**config.mk**
```make
export PLATFORM = sky130hd
export DESIGN_NAME = qtl_mac
export DESIGN_NICKNAME = d
export VERILOG_FILES = /design/src/rtl/core/qtl_pkg.sv /design/src/rtl/core/qtl_mac.sv
export SDC_FILE = /design/constraint.sdc
export NUM_CORES = 1
export LEC_CHECK = 0
export ABC_AREA = 1
export BUFFER_PORTS_ARGS = -buffer_cell sky130_fd_sc_hd__buf_2
export CORE_MARGIN = 2
export CORE_UTILIZATION = 35
export CTS_CLUSTER_DIAMETER = 30
export CTS_CLUSTER_SIZE = 40
export DETAILED_ROUTE_END_ITERATION = 10
export PLACE_DENSITY = 0.59
export SLEW_MARGIN = 20
export SYNTH_ARGS = -nofsm -noshare
export SYNTH_HDL_FRONTEND = slang
export SYNTH_SLANG_ARGS = --single-unit
```
**constraint.sdc**
```tcl
create_clock -name clk_i -period 8.7 [get_ports clk_i]
set_input_delay 0.87 -clock clk_i [delete_from_list [all_inputs] [get_ports clk_i]]
set_output_delay 0.87 -clock clk_i [all_outputs]
set_load 0.02 [all_outputs]
```
**src/rtl/core/qtl_pkg.sv**
```systemverilog
// qtl_pkg: shared constants, codes and control structs of the q table learning engine
// no dependencies; imported by every module of the engine
`timescale 1ns / 1ps

package qtl_pkg;

  // default sizes of the table
  localparam int unsigned DEF_NUM_STATES  = 16;
  localparam int unsigned DEF_NUM_ACTIONS = 12;
  localparam int unsigned DEF_VALUE_BITS  = 24;

  // fixed point format and port field widths
  localparam int unsigned FRAC_BITS = 12;
  localparam int unsigned IO_VAL_W  = 24;
  localparam int unsigned KIND_W    = 2;
  localparam int unsigned SIDX_W    = 4;
  localparam int unsigned AIDX_W    = 4;
  localparam int unsigned DRAW_W    = 16;
  localparam int unsigned CHOSEN_W  = 4;
  localparam int unsigned BEST_W    = 5;
  localparam int unsigned MAXV_W    = 23;

  // configuration port
  localparam int unsigned CFG_W  = 16;
  localparam int unsigned APB_AW = 4;
  localparam int unsigned APB_DW = 32;

  localparam logic [1:0] REG_THRESH = 2'd0;
  localparam logic [1:0] REG_RATE   = 2'd1;
  localparam logic [1:0] REG_DISC   = 2'd2;

  localparam logic [CFG_W-1:0] THRESH_RST = 16'd6554;
  localparam logic [CFG_W-1:0] RATE_RST   = 16'd32768;
  localparam logic [CFG_W-1:0] DISC_RST   = 16'd58982;

  // shared multiplier: operand times one byte of a fraction, then shift by a byte
  localparam int unsigned MAC_BW    = 8;
  localparam int unsigned MAC_SHIFT = 8;

  // request operation codes
  typedef enum logic [KIND_W-1:0] {
    KIND_SELECT = 2'd0,
    KIND_UPDATE = 2'd1,
    KIND_LOAD   = 2'd2,
    KIND_QUERY  = 2'd3
  } kind_e;

  // row scan unit control
  typedef struct packed {
    logic clear;
    logic vld;
    logic greedy_en;
  } scan_ctrl_t;

  // multiply accumulate unit control
  typedef struct packed {
    logic en;
    logic clear;
  } mac_ctrl_t;

endpackage

```
**src/rtl/core/qtl_mac.sv**
```systemverilog
// qtl_mac: shared multiply accumulate unit, acc = (a * b + acc) >>> 8
// two passes scale a signed value by a 16-bit fraction; uses qtl_pkg
`timescale 1ns / 1ps

module qtl_mac import qtl_pkg::*; #(
  parameter int unsigned OP_W = 28
) (
  input  logic                   clk_i,
  input  mac_ctrl_t              ctrl_i,
  input  logic signed [OP_W-1:0] a_i,
  input  logic [MAC_BW-1:0]      b_i,
  output logic signed [OP_W-1:0] acc_o
);

  localparam int unsigned PW = OP_W + MAC_BW + 1;
  localparam int unsigned AW = PW + 1;

  logic signed [PW-1:0] prod;
  logic signed [AW-1:0] acc_in;
  logic signed [AW-1:0] sum;
  logic signed [AW-1:0] acc_q;

  // signed operand times unsigned byte
  assign prod   = PW'(a_i) * PW'($signed({1'b0, b_i}));
  assign acc_in = ctrl_i.clear ? '0 : acc_q;
  assign sum    = AW'(prod) + acc_in;

  // arithmetic shift gives the floor
  always_ff @(posedge clk_i) begin
    if (ctrl_i.en) begin
      acc_q <= sum >>> MAC_SHIFT;
    end
  end

  assign acc_o = acc_q[OP_W-1:0];

endmodule

```
==> results.json <==
{
  "status": "completed",
  "clock_latency_ps": 290,
  "synth_ff_type": "edfxtp_1",
  "grt-ovfl-total": 0,
  "grt_max_degree": 31,
  "r2r_slack_ps": 5620,
  "synth_most_common_cell": "inv_1",
  "antenna_found_initial": 0,
  "setup_viol": 0,
  "wl_per_cell_um": 14.3,
  "synth_edf_count": 30,
  "cap_violations": 0,
  "rsz0062_at_grt": "no",
  "r2r_cells": 11,
  "yosysWarnings": 0,
  "cts.sinks": 30,
  "rows": 63,
  "async_reset_ff_share_pct": 0,
  "drt_wl_total_mm": 25.4,
  "netlist.area_leader.share_pct": 39.0,
  "syn_area_per_cell_sq_um": 7.65,
  "grt_pass1_wl_mm": 42.8,
  "h-tree-depth": 2,
  "regMostFlops": "acc_q",
  "hold-path-endpoint": "acc_q[29]",
  "cts_max_path_buffers": 2,
  "postCtsSetupBuffers": 0,
  "gp_congestion": 0.945,
  "synth_top_area_cell": "fa_1",
  "first_global_vias": 8705,
  "drtIter0Drc": 482,
  "coreArea_sq_mm": 0.0299,
  "period_share_pct": 68.7,
  "min_path_type": "reg2reg",
  "fin_skew_ps": 8.14,
  "ys_ff_latch": 30,
  "nets": 1714,
  "dp_slack_ps": 2430,
  "grt_usage_pct": 16.9,
  "die_w_um": 179,
  "route.detailed.drc": 0,
  "whs_path_depth": 9,
  "setup_slack_ps": 2720,
  "cp-start-kind": "input pin",
  "use_met1_pct": 23.0,
  "min-delay-start": "acc_q[0]",
  "area_growth_syn_to_layout_pct": 4.87,
  "ctsRootBufferMaster": "clkbuf_16",
  "crit_fanout": 28,
  "die_y_um": 179,
  "max-slew-margin-rel_pct": 43.7,
  "grt_util_met3_pct": 0.891,
  "ios": 67,
  "rr_startpoint": "acc_q[20]",
  "tns_ps": 0,
  "first_pass_iters": 5,
  "fmax_mhz": 167,
  "reg_top3": "acc_q x30",
  "die-area_sq_mm": 0.0319,
  "syn-num-nets": 1723,
  "ys_top_cells_by_count": "383 x inv_1, 369 x nand2_1, 208 x fa_1",
  "placed_area_sq_mm": 0.0111,
  "layout.area.seq_sq_um": 901,
  "grt-busiest-layer": "met2",
  "nFillCells": 3166,
  "required_ps": 8730,
  "worst_pin_slew_ps": 844,
  "multiInputGateArea_sq_mm": 0.00789,
  "hold_viol": 0,
  "stdcell_area_sq_mm": 0.0112,
  "num_vias": 8142,
  "cts_hold_buf": 0,
  "floorplan.initialDensity_pct": 35.8,
  "fin_crit_ps": 5980,
  "ant_nets": 0,
  "largest_register_ffs": 30,
  "cts_tree": "built",
  "drive_gt1_share_pct": 7.79,
  "r2r-end": "acc_q[27]",
  "cts_resized": 0,
  "n_antenna_cell": 0,
  "path_class": "in2reg",
  "port_buffers": 66,
  "synth_area_sq_mm": 0.0107,
  "numCtsBuffers": 5,
  "syn_inst": 1396,
  "yosysUniqueCellTypes": 40,
  "post-dp-hpwl_mm": 22.2,
  "synthTopCellsByArea": "fa_1 39%, inv_1 13%, nand2_1 13%",
  "met2_usage_pct": 29.6,
  "drv_slew": 0,
  "synth_seq_area_share_pct": 8.43,
  "arrival_ps": 6010,
  "cp-end-kind": "register",
  "worst_hold_slack_ps": 1180,
  "clk_pin_slew_ps": 50,
  "routed_via_density": 4.58
}
## area by class of cell
class                   instances  share of cell area, %
clock buffers                   7                   1.18
inverters                     389                   13.0
multi-input cells             895                   70.4
flip-flops and latches         30                   8.04
well taps                     390                   4.36
repair buffers                 66                   2.95
## metal layers
metal | share of wire, % | up-vias
li1 | - | 3956
met3 | 3.3 | 32
met2 | 49 | 162
met5 | 0 | -
met4 | 1.6 | 0
met1 | 46 | 3992
## kinds of logic after synthesis
group           share of synthesized area (%)
xor+xnor                                 1.80
simple gates                             18.9
buf+inv                                  17.7
flops                                    8.43
fa+ha+maj                                48.3
compound gates                           4.85
## metrics by stage
| stage | instances | utilization, % |
|---|---|---|
| 4_1_cts | 1777 | 37.5 |
| 3_5_place_dp | 1770 | 37.1 |
| 3_3_place_gp | 1770 | 37.1 |
| 6_report | 1777 | 37.5 |
| 5_1_grt | 1777 | 37.5 |
| 2_1_floorplan | 1396 | - |
## worst max-delay path, cell delays in order
cell,delay (ps)
buf_2,540
nand2_1,180
fa_1,570
inv_1,50
fa_1,470
fa_1,500
fa_1,490
inv_1,50
fa_1,470
inv_1,50
ha_1,370
a21oi_1,350
o21ai_0,190
a21boi_0,460
o21a_1,200
nand2_1,60
nand2_1,50
nand2_1,60
## layout by cell type (no fill, tap or decap), drive strengths merged, types with 2 or more instances in the layout
cell,instances
a21boi,2
a21o,5
a21oi,48
a31oi,2
buf,66
clkbuf,7
clkinv,2
edfxtp,30
fa,208
ha,80
inv,387
nand2,389
nand3,22
nand4,3
nor2,66
nor3,10
o21a,4
o21ai,23
o21bai,5
xnor2,5
xor2,17
## worst max path at each step
stage	to	slack, ps	cells after the start	from
final	acc_q[27]	2720	18	b_i[0]
after global routing	acc_q[29]	2460	18	b_i[0]
after CTS	acc_q[27]	2710	18	b_i[0]
after detailed placement	acc_q[27]	2430	18	b_i[0]
after global placement	acc_q[27]	2420	18	b_i[0]
after floorplan	acc_q[29]	3100	19	b_i[2]
Power is left out: the tool's default activity adds up to more than one toggle a clock period on the data nets, which glitch-free logic cannot reach.
