--- src/rtl/core/qtl_pkg.sv ---
// qtl_pkg: shared constants, codes and control structs of the q table learning engine
// no dependencies; imported by every module of the engine
`timescale 1ns / 1ps

package qtl_pkg;

  // default sizes of the table
  localparam int unsigned DEF_NUM_STATES  = 16;
  localparam int unsigned DEF_NUM_ACTIONS = 12;
  localparam int unsigned DEF_VALUE_BITS  = 24;

  // fixed point format and port field widths
  localparam int unsigned FRAC_BITS = 12;
  localparam int unsigned IO_VAL_W  = 24;
  localparam int unsigned KIND_W    = 2;
  localparam int unsigned SIDX_W    = 4;
  localparam int unsigned AIDX_W    = 4;
  localparam int unsigned DRAW_W    = 16;
  localparam int unsigned CHOSEN_W  = 4;
  localparam int unsigned BEST_W    = 5;
  localparam int unsigned MAXV_W    = 23;

  // configuration port
  localparam int unsigned CFG_W  = 16;
  localparam int unsigned APB_AW = 4;
  localparam int unsigned APB_DW = 32;

  localparam logic [1:0] REG_THRESH = 2'd0;
  localparam logic [1:0] REG_RATE   = 2'd1;
  localparam logic [1:0] REG_DISC   = 2'd2;

  localparam logic [CFG_W-1:0] THRESH_RST = 16'd6554;
  localparam logic [CFG_W-1:0] RATE_RST   = 16'd32768;
  localparam logic [CFG_W-1:0] DISC_RST   = 16'd58982;

  // shared multiplier: operand times one byte of a fraction, then shift by a byte
  localparam int unsigned MAC_BW    = 8;
  localparam int unsigned MAC_SHIFT = 8;

  // request operation codes
  typedef enum logic [KIND_W-1:0] {
    KIND_SELECT = 2'd0,
    KIND_UPDATE = 2'd1,
    KIND_LOAD   = 2'd2,
    KIND_QUERY  = 2'd3
  } kind_e;

  // row scan unit control
  typedef struct packed {
    logic clear;
    logic vld;
    logic greedy_en;
  } scan_ctrl_t;

  // multiply accumulate unit control
  typedef struct packed {
    logic en;
    logic clear;
  } mac_ctrl_t;

endpackage

--- src/rtl/core/qtl_scan.sv ---
// qtl_scan: row scan compare unit, one table entry a cycle
// tracks best value above zero, greedy choice above -1.0 and the reported entry; uses qtl_pkg
`timescale 1ns / 1ps

module qtl_scan import qtl_pkg::*; #(
  parameter int unsigned VALUE_BITS = DEF_VALUE_BITS,
  parameter int unsigned ACT_W      = 4
) (
  input  logic                         clk_i,
  input  logic                         rst_ni,
  input  scan_ctrl_t                   ctrl_i,
  input  logic [ACT_W-1:0]             idx_i,
  input  logic signed [VALUE_BITS-1:0] data_i,
  input  logic [ACT_W-1:0]             last_i,
  output logic                         best_found_o,
  output logic [ACT_W-1:0]             best_idx_o,
  output logic signed [VALUE_BITS-1:0] best_val_o,
  output logic                         greedy_found_o,
  output logic [ACT_W-1:0]             greedy_idx_o,
  output logic signed [VALUE_BITS-1:0] rep_o
);

  localparam int unsigned CW = ((VALUE_BITS > FRAC_BITS + 1) ? VALUE_BITS : FRAC_BITS + 1) + 1;
  localparam int          GREEDY_FLOOR = -(1 << FRAC_BITS);

  logic                         best_found_q;
  logic [ACT_W-1:0]             best_idx_q;
  logic signed [VALUE_BITS-1:0] best_val_q;
  logic                         greedy_found_q;
  logic [ACT_W-1:0]             greedy_idx_q;
  logic signed [CW-1:0]         gmax_q;
  logic signed [VALUE_BITS-1:0] rep_q;
  logic                         above_best;
  logic                         above_greedy;

  // strict compares keep the first of equal values
  assign above_best   = data_i > best_val_q;
  assign above_greedy = ctrl_i.greedy_en && (CW'(data_i) > gmax_q);

  // found flags
  always_ff @(posedge clk_i or negedge rst_ni) begin
    if (!rst_ni) begin
      best_found_q   <= 1'b0;
      greedy_found_q <= 1'b0;
    end else if (ctrl_i.clear) begin
      best_found_q   <= 1'b0;
      greedy_found_q <= 1'b0;
    end else if (ctrl_i.vld) begin
      if (above_best) begin
        best_found_q <= 1'b1;
      end
      if (above_greedy) begin
        greedy_found_q <= 1'b1;
      end
    end
  end

  // running maxima and reported entry
  always_ff @(posedge clk_i) begin
    if (ctrl_i.clear) begin
      best_val_q <= '0;
      gmax_q     <= CW'(GREEDY_FLOOR);
    end else if (ctrl_i.vld) begin
      if (above_best) begin
        best_val_q <= data_i;
        best_idx_q <= idx_i;
      end
      if (above_greedy) begin
        gmax_q       <= CW'(data_i);
        greedy_idx_q <= idx_i;
        rep_q        <= data_i;
      end else if (!greedy_found_q && idx_i == last_i) begin
        rep_q <= data_i;
      end
    end
  end

  assign best_found_o   = best_found_q;
  assign best_idx_o     = best_idx_q;
  assign best_val_o     = best_val_q;
  assign greedy_found_o = greedy_found_q;
  assign greedy_idx_o   = greedy_idx_q;
  assign rep_o          = rep_q;

endmodule

--- config.mk ---
export PLATFORM = sky130hd
export DESIGN_NAME = qtl_scan
export DESIGN_NICKNAME = d
export VERILOG_FILES = /design/src/rtl/core/qtl_pkg.sv /design/src/rtl/core/qtl_scan.sv
export SDC_FILE = /design/constraint.sdc
export NUM_CORES = 1
export LEC_CHECK = 0
export BUFFER_PORTS_ARGS = -buffer_cell sky130_fd_sc_hd__buf_4
export CORE_AREA = 2 2 156 97
export CTS_CLUSTER_DIAMETER = 150
export DETAILED_ROUTE_END_ITERATION = 8
export DIE_AREA = 0 0 158 99
export PLACE_DENSITY_LB_ADDON = 0.05
export SYNTH_ARGS = -nofsm -noshare
export SYNTH_HDL_FRONTEND = slang
export SYNTH_SLANG_ARGS = --single-unit
--- constraint.sdc ---
create_clock -name clk_i -period 4.95 [get_ports clk_i]
set_input_delay 0.2475 -clock clk_i [delete_from_list [all_inputs] [get_ports clk_i]]
set_output_delay 0.2475 -clock clk_i [all_outputs]
set_load 0.01 [all_outputs]
==> metrics, run 1 <==
Layout Utilization=37.87%; post-route cell area=0.005381 mm²; synth top area cells=dfxtp_1, edfxtp_1, ha_1; Routed met2 length=3914 µm; CTS max path bufs=2; Diodes inserted=0; Critical Path AT=2960 ps; Clock Latency Late Sink=340 ps; Largest delay share family, worst path=compound AO/OA/AOI/OAI gates; Clock transition at path regs=60 ps; #FFs+latches synth=82; Final Instance Count excl. Fillers=700; post-route ant nets=0; fin nets=582; Min Clock Period, post-route=2992 ps; die span in y=99 µm; DRC=0; # port buffers=94; Post-Synthesis Cells=404; Remaining Overflow, GRT=0; YS warnings=0; full die area=0.01564 mm²; R2R Path End=rep_o[12]; worst path required time=4910 ps; cell taking the most area after synthesis=dfxtp_1; Netlist cell types=36; clk_skew=5.917 ps; Worst Setup SP=gmax_q[22]; Mapped Area=0.004194 mm²; status=complete, no violations; met3 routed WL=879 µm; Setup WS pre-CTS=1845 ps; num ports=95; CP max-delay cell=a21oi_4; WL final=10380 µm; CP Cell Sequence=inv_1, ha_1, nand4_1, nor3_1, o21ai_0, o21ai_0, mux2_2, a21oi_4; area grow syn2layout=28.31%; # rows=34; first-pass GRT wire length=16350 µm; CP endpoint kind=flop; Crit path buffers/inverters=1; Final Wtd Congestion=0.7082; RSZ-0062 raised after global routing=false; WL/cell=14.83 µm; Iter 0 DRT Violations=100; Root Buffer=clkbuf_16; Peak VDD IR=0.1420 mV; WP depth=8; Slew @ Worst Pin=968.7 ps; core area=0.01421 mm²; Vias/cell=4.461; H-Tree Level Count=3; layout cell share with drive strength beyond 1=23.11%; DR top layer=met4; Leakage=2.462 nW; initial core utilization=29.52%; worst r2r src=gmax_q[22]; vias post-DR=3123; vias in the first global route=3025; Setup WS post-layout=1958 ps; Pre-antenna DRT Iters=4; initial antenna violation count=0; Yosys top cell area share=22.91%; hold crit path type=input pin to flop; post-synth net total=489; crit path kind=flop to flop; Cells after DPL=683; Resized cells post-CTS=0; placed standard-cell area=0.005086 mm²; Seq/Total Area, Yosys=47.02%; r2r worst-path depth=8; CP dominant cell by count=o21ai_0; CTS tree=yes; GRT Overall Usage=13.99%; Final Slew Violations=0; Post-Route Setup TNS=0 ps; crit path to=rep_o[12]; Rel. slew slack=35.28%; Final period util=60.45%; CP max stage delay=770 ps; CTS Buf Count=9; max_cap viols=0; CP max FO=24; hpwl dp=7387 µm; Critical Path Source Type=flop; final hold viol count=0; CTS sink count=82; fmax=334.2 MHz; syn_area_per_cell=10.38 µm²; Die X=158 µm; pwr/cell area=315.2 mW/mm²; met1 WL=5470 µm; reg2reg setup slack=1960 ps; final setup violation count=0; pin count of the biggest net entering global routing=78
## synthesized netlist by cell type
cell / instances
o41ai_4: 1
mux2i_1: 36
xnor2_1: 1
nor2b_1: 3
or3b_2: 1
nand3_1: 3
or3_4: 1
dfxtp_1: 48
a221oi_1: 1
nand4_1: 11
a211oi_1: 3
a21o_1: 1
o21ai_0: 21
nand2_1: 10
nand2b_1: 26
mux2_2: 1
nand3b_1: 12
and4_1: 2
ha_1: 48
buf_4: 4
buf_12: 1
a21oi_2: 1
buf_6: 1
o21bai_1: 2
a211o_1: 1
inv_1: 49
nor2_1: 43
o211ai_1: 2
nand4b_1: 1
a21oi_1: 18
edfxtp_1: 32
nor4_1: 1
xor2_1: 3
clkbuf_1: 9
dfrtp_1: 2
nor3_1: 4
## through the flow
| stage | power, mW | hold WS (ps) |
|---|---|---|
| 3_3_place_gp | 1.048 | 32.02 |
| 2_1_floorplan | 0.9334 | -48.09 |
| 3_5_place_dp | 1.051 | 31.08 |
| 5_1_grt | 1.790 | 84.89 |
| 4_1_cts | 1.729 | 85.35 |
| 6_report | 1.696 | 101.2 |
## state kept, by name, indices dropped and copies added (netlist names)
| register | cells |
|---|---|
| best_found_o | 1 |
| gmax_q | 24 |
| best_idx_o | 4 |
| rep_o | 24 |
| greedy_idx_o | 4 |
| greedy_found_o | 1 |
| best_val_o | 24 |
## routing by layer
| metal | track usage [%] | vias to the layer above |
|---|---|---|
| li1 | - | 1584 |
| met1 | 20.81 | 1435 |
| met2 | 18.29 | 94 |
| met3 | 5.453 | 10 |
| met4 | 4.158 | 0 |
| met5 | 0 | - |
## cell type report
| cell class | instances | area, µm² |
|---|---|---|
| Sequential cell | 82 | 1972 |
| Timing Repair Buffer | 97 | 730.7 |
| Tap cell | 198 | 247.7 |
| Clock buffer | 9 | 225.2 |
| Inverter | 49 | 183.9 |
| Multi-Input combinational cell | 258 | 1962 |
| Clock inverter | 7 | 60.06 |
| Fill cell | 1454 | 8827 |
## power by group
part | total, mW | internal (mW) | leakage, nW | switching, mW
registers | 0.760 | 0.739 | 0.711 | 0.0206
clock network | 0.664 | 0.385 | 0.140 | 0.279
logic | 0.272 | 0.125 | 1.61 | 0.147
## what timing repair did
action / in CTS / in global routing
setup buffers: 0 / 0
hold buffers: 1 / 0
hold endpoints to repair: 2 / 0
## cell usage in the layout (no fill, tap or decap), drive strengths merged
cell type / synthesis / routed
a211o: 1 / 1
a211oi: 3 / 3
a21o: 1 / 1
a21oi: 19 / 19
a221oi: 1 / 1
and4: 2 / 2
buf: 6 / 96
bufinv: 0 / 1
clkbuf: 9 / 9
clkinv: 0 / 5
clkinvlp: 0 / 1
dfrtp: 2 / 2
dfxtp: 48 / 48
dlygate4sd3: 0 / 1
edfxtp: 32 / 32
ha: 48 / 48
inv: 49 / 49
mux2: 1 / 1
mux2i: 36 / 36
nand2: 10 / 10
nand2b: 26 / 26
nand3: 3 / 3
nand3b: 12 / 12
nand4: 11 / 11
nand4b: 1 / 1
nor2: 43 / 43
nor2b: 3 / 3
nor3: 4 / 4
nor4: 1 / 1
o211ai: 2 / 2
o21ai: 21 / 21
o21bai: 2 / 2
o41ai: 1 / 1
or3: 1 / 1
or3b: 1 / 1
xnor2: 1 / 1
xor2: 3 / 3
## how the worst min path moves through the flow
stage / endpoint / start / cells past startpoint
after floorplan: best_found_o / rst_ni / 0
after global placement: best_found_o / rst_ni / 1
after detailed placement: greedy_found_o / rst_ni / 1
after CTS: best_idx_o[0] / idx_i[0] / 1
after global routing: greedy_idx_o[0] / idx_i[0] / 1
final: greedy_idx_o[0] / idx_i[0] / 1
## cells by family (layout without fill, tap and decap cells)
kind of cell / after synthesis / count (layout) / synth area share (%)
compound gates: 51 / 51 / 7.369
xor+xnor: 4 / 4 / 0.8355
fa+ha+maj: 48 / 48 / 14.32
buf+inv: 64 / 162 / 6.653
flops: 82 / 82 / 47.02
mux: 37 / 37 / 8.860
simple gates: 118 / 118 / 14.95
Note: power is estimated with default switching activity, not from simulation.
==> run 2: changes to the inputs <==
- clock period: 4.95 -> 2.7 ns (I/O delays scaled with it)
==> run 2 against run 1 <==
Effect of this change: register-to-register slack worse by 1800 ps; utilization rose by 1.6 points; total power increased by 92%; largest cell class is now multi-input combinational cells.
==> metrics, run 2 (synthesized netlist as in run 1, its figures left out) <==
status=complete, no violations; vias in the first global route=3007; Iter 0 DRT Violations=92; R2R Path End=best_val_o[12]; Diodes inserted=0; CP max FO=14; Critical Path Source Type=flop; WL/cell=15.00 µm; crit path kind=flop to flop; Pre-antenna DRT Iters=4; DRC=0; area occupied by multi-input gates=0.001974 mm²; fmax=398.9 MHz; hold crit path type=input pin to flop; commonest non-fill, non-tap cell in the layout=buf_4; Setup WS post-layout=192.8 ps; CTS tree=yes; CTS max path bufs=2; Min Clock Period, post-route=2507 ps; final hold viol count=0; area grow syn2layout=33.71%; Internal Power=2.428 mW; GRT Overall Usage=13.99%; Combinational Power Share=17.0%; Final Slew Violations=0; Rel. slew slack=50.63%; vias post-DR=3129; Root Buffer=clkbuf_16; initial core utilization=29.52%; final setup violation count=0; Setup WS pre-CTS=93.19 ps; r2r worst-path depth=10; Clock transition at path regs=60 ps; NetSw=0.8262 mW; Worst Setup SP=best_val_o[15]; Final Wtd Congestion=0.7372; Vias/cell=4.388; Final period util=92.86%; core area=0.01421 mm²; hold_sp=data_i[7]; hold slack final=9.957 ps; storage element area=0.001972 mm²; CTS sink count=82; reg2reg setup slack=190 ps; FILL cells=1435; Post-Route Setup TNS=0 ps; most frequent cells in the layout=buf_4, inv_1, ha_1, dfxtp_1, nor2_1; Clock Latency Late Sink=340 ps; CP max stage delay=390 ps; Die X=158 µm; CP Cell Sequence=inv_1, ha_1, nand4_1, or3_4, o41ai_4, nor3_1, a21oi_4, buf_12, mux2i_1, nor2_1; # port buffers=94; Critical Path AT=2700 ps; Leakage=2.555 nW; clock share of power=40.2%; CP endpoint kind=flop; max_cap viols=0; full die area=0.01564 mm²; fin nets=595; num ports=95; Remaining Overflow, GRT=0; die span in y=99 µm; Sw Share=25.39%; RSZ-0062 raised after global routing=false; post-route ant nets=0; WL final=10700 µm; hpwl dp=7771 µm; H-Tree Level Count=3; pin count of the biggest net entering global routing=78; Peak VDD IR=0.2731 mV; Slew @ Worst Pin=740.6 ps; crit path to=best_val_o[12]; first-pass GRT wire length=16530 µm; # rows=34; CP max-delay cell=or3_4; PnR Total Power=3.255 mW; worst path required time=2890 ps; CTS Buf Count=9; sequential share of power=42.8%; clk_skew=11.65 ps; worst r2r src=best_val_o[15]; initial antenna violation count=0; layout cell share with drive strength beyond 1=24.27%; pwr/cell area=580.3 mW/mm²
[run 2: changes by cell type in the layout (fill, tap and decap cells not counted), sizes merged]
cell	previous run	this run
clkinv	5	1
bufinv	1	2
clkinvlp	1	2
dlygate4sd3	1	8
buf	96	101
clkbuf	9	12
[run 2: power by group through the flow]
stage	combinational, mW	clock, mW	sequential, mW
detailed placement	0.535	0	1.42
CTS	0.548	1.35	1.39
global placement	0.532	0	1.42
floorplan	0.281	0	1.44
global route	0.622	1.40	1.40
finish	0.553	1.31	1.39
[run 2: what timing repair did]
item                       in CTS  in global routing
setup endpoints to repair       0                 18
setup buffers                   0                  1
hold endpoints to repair       13                  0
gates resized for setup         0                  2
hold buffers                    8                  0
[run 2: layout make-up]
cell class	instances	area share [%]
Tap cell	198	4.418
Timing Repair Buffer	110	16.35
Clock buffer	11	4.150
Multi-Input combinational cell	258	35.21
Sequential cell	82	35.16
Clock inverter	5	1.428
Inverter	49	3.280
[run 2: metal layers]
| layer | up-vias | routed length [µm] | GRT usage [%] |
|---|---|---|---|
| met5 | - | 0 | 0 |
| met4 | 0 | 74 | 3.326 |
| met3 | 7 | 617 | 4.485 |
| met2 | 72 | 4071 | 18.93 |
| met1 | 1440 | 5932 | 21.26 |
| li1 | 1610 | - | - |
[run 2: worst min-delay path by stage]
stage,end,slack [ps],depth (start not counted)
2_1_floorplan,best_found_o,-160,0
3_3_place_gp,greedy_found_o,-80,1
3_5_place_dp,best_found_o,-80,1
4_1_cts,rep_o[9],2,1
5_1_grt,rep_o[7],1,1
6_report,rep_o[7],10,1
[run 2: metrics by stage]
stage,std cells,utilization [%],cell area [µm²]
after CTS,711,39.20,5569
after global routing,713,39.47,5608
after floorplan,404,-,4223
after global placement,687,36.43,5176
final,713,39.47,5608
after detailed placement,687,36.43,5176
[run 2: critical path: cells and delay by family (launching register included)]
family	cells	cell delay, ps
AOI/OAI and AO/OA	2	550
adders and majority gates	1	280
buffers and inverters	2	250
DFF	1	380
muxes	1	190
and+or+nand+nor	4	690
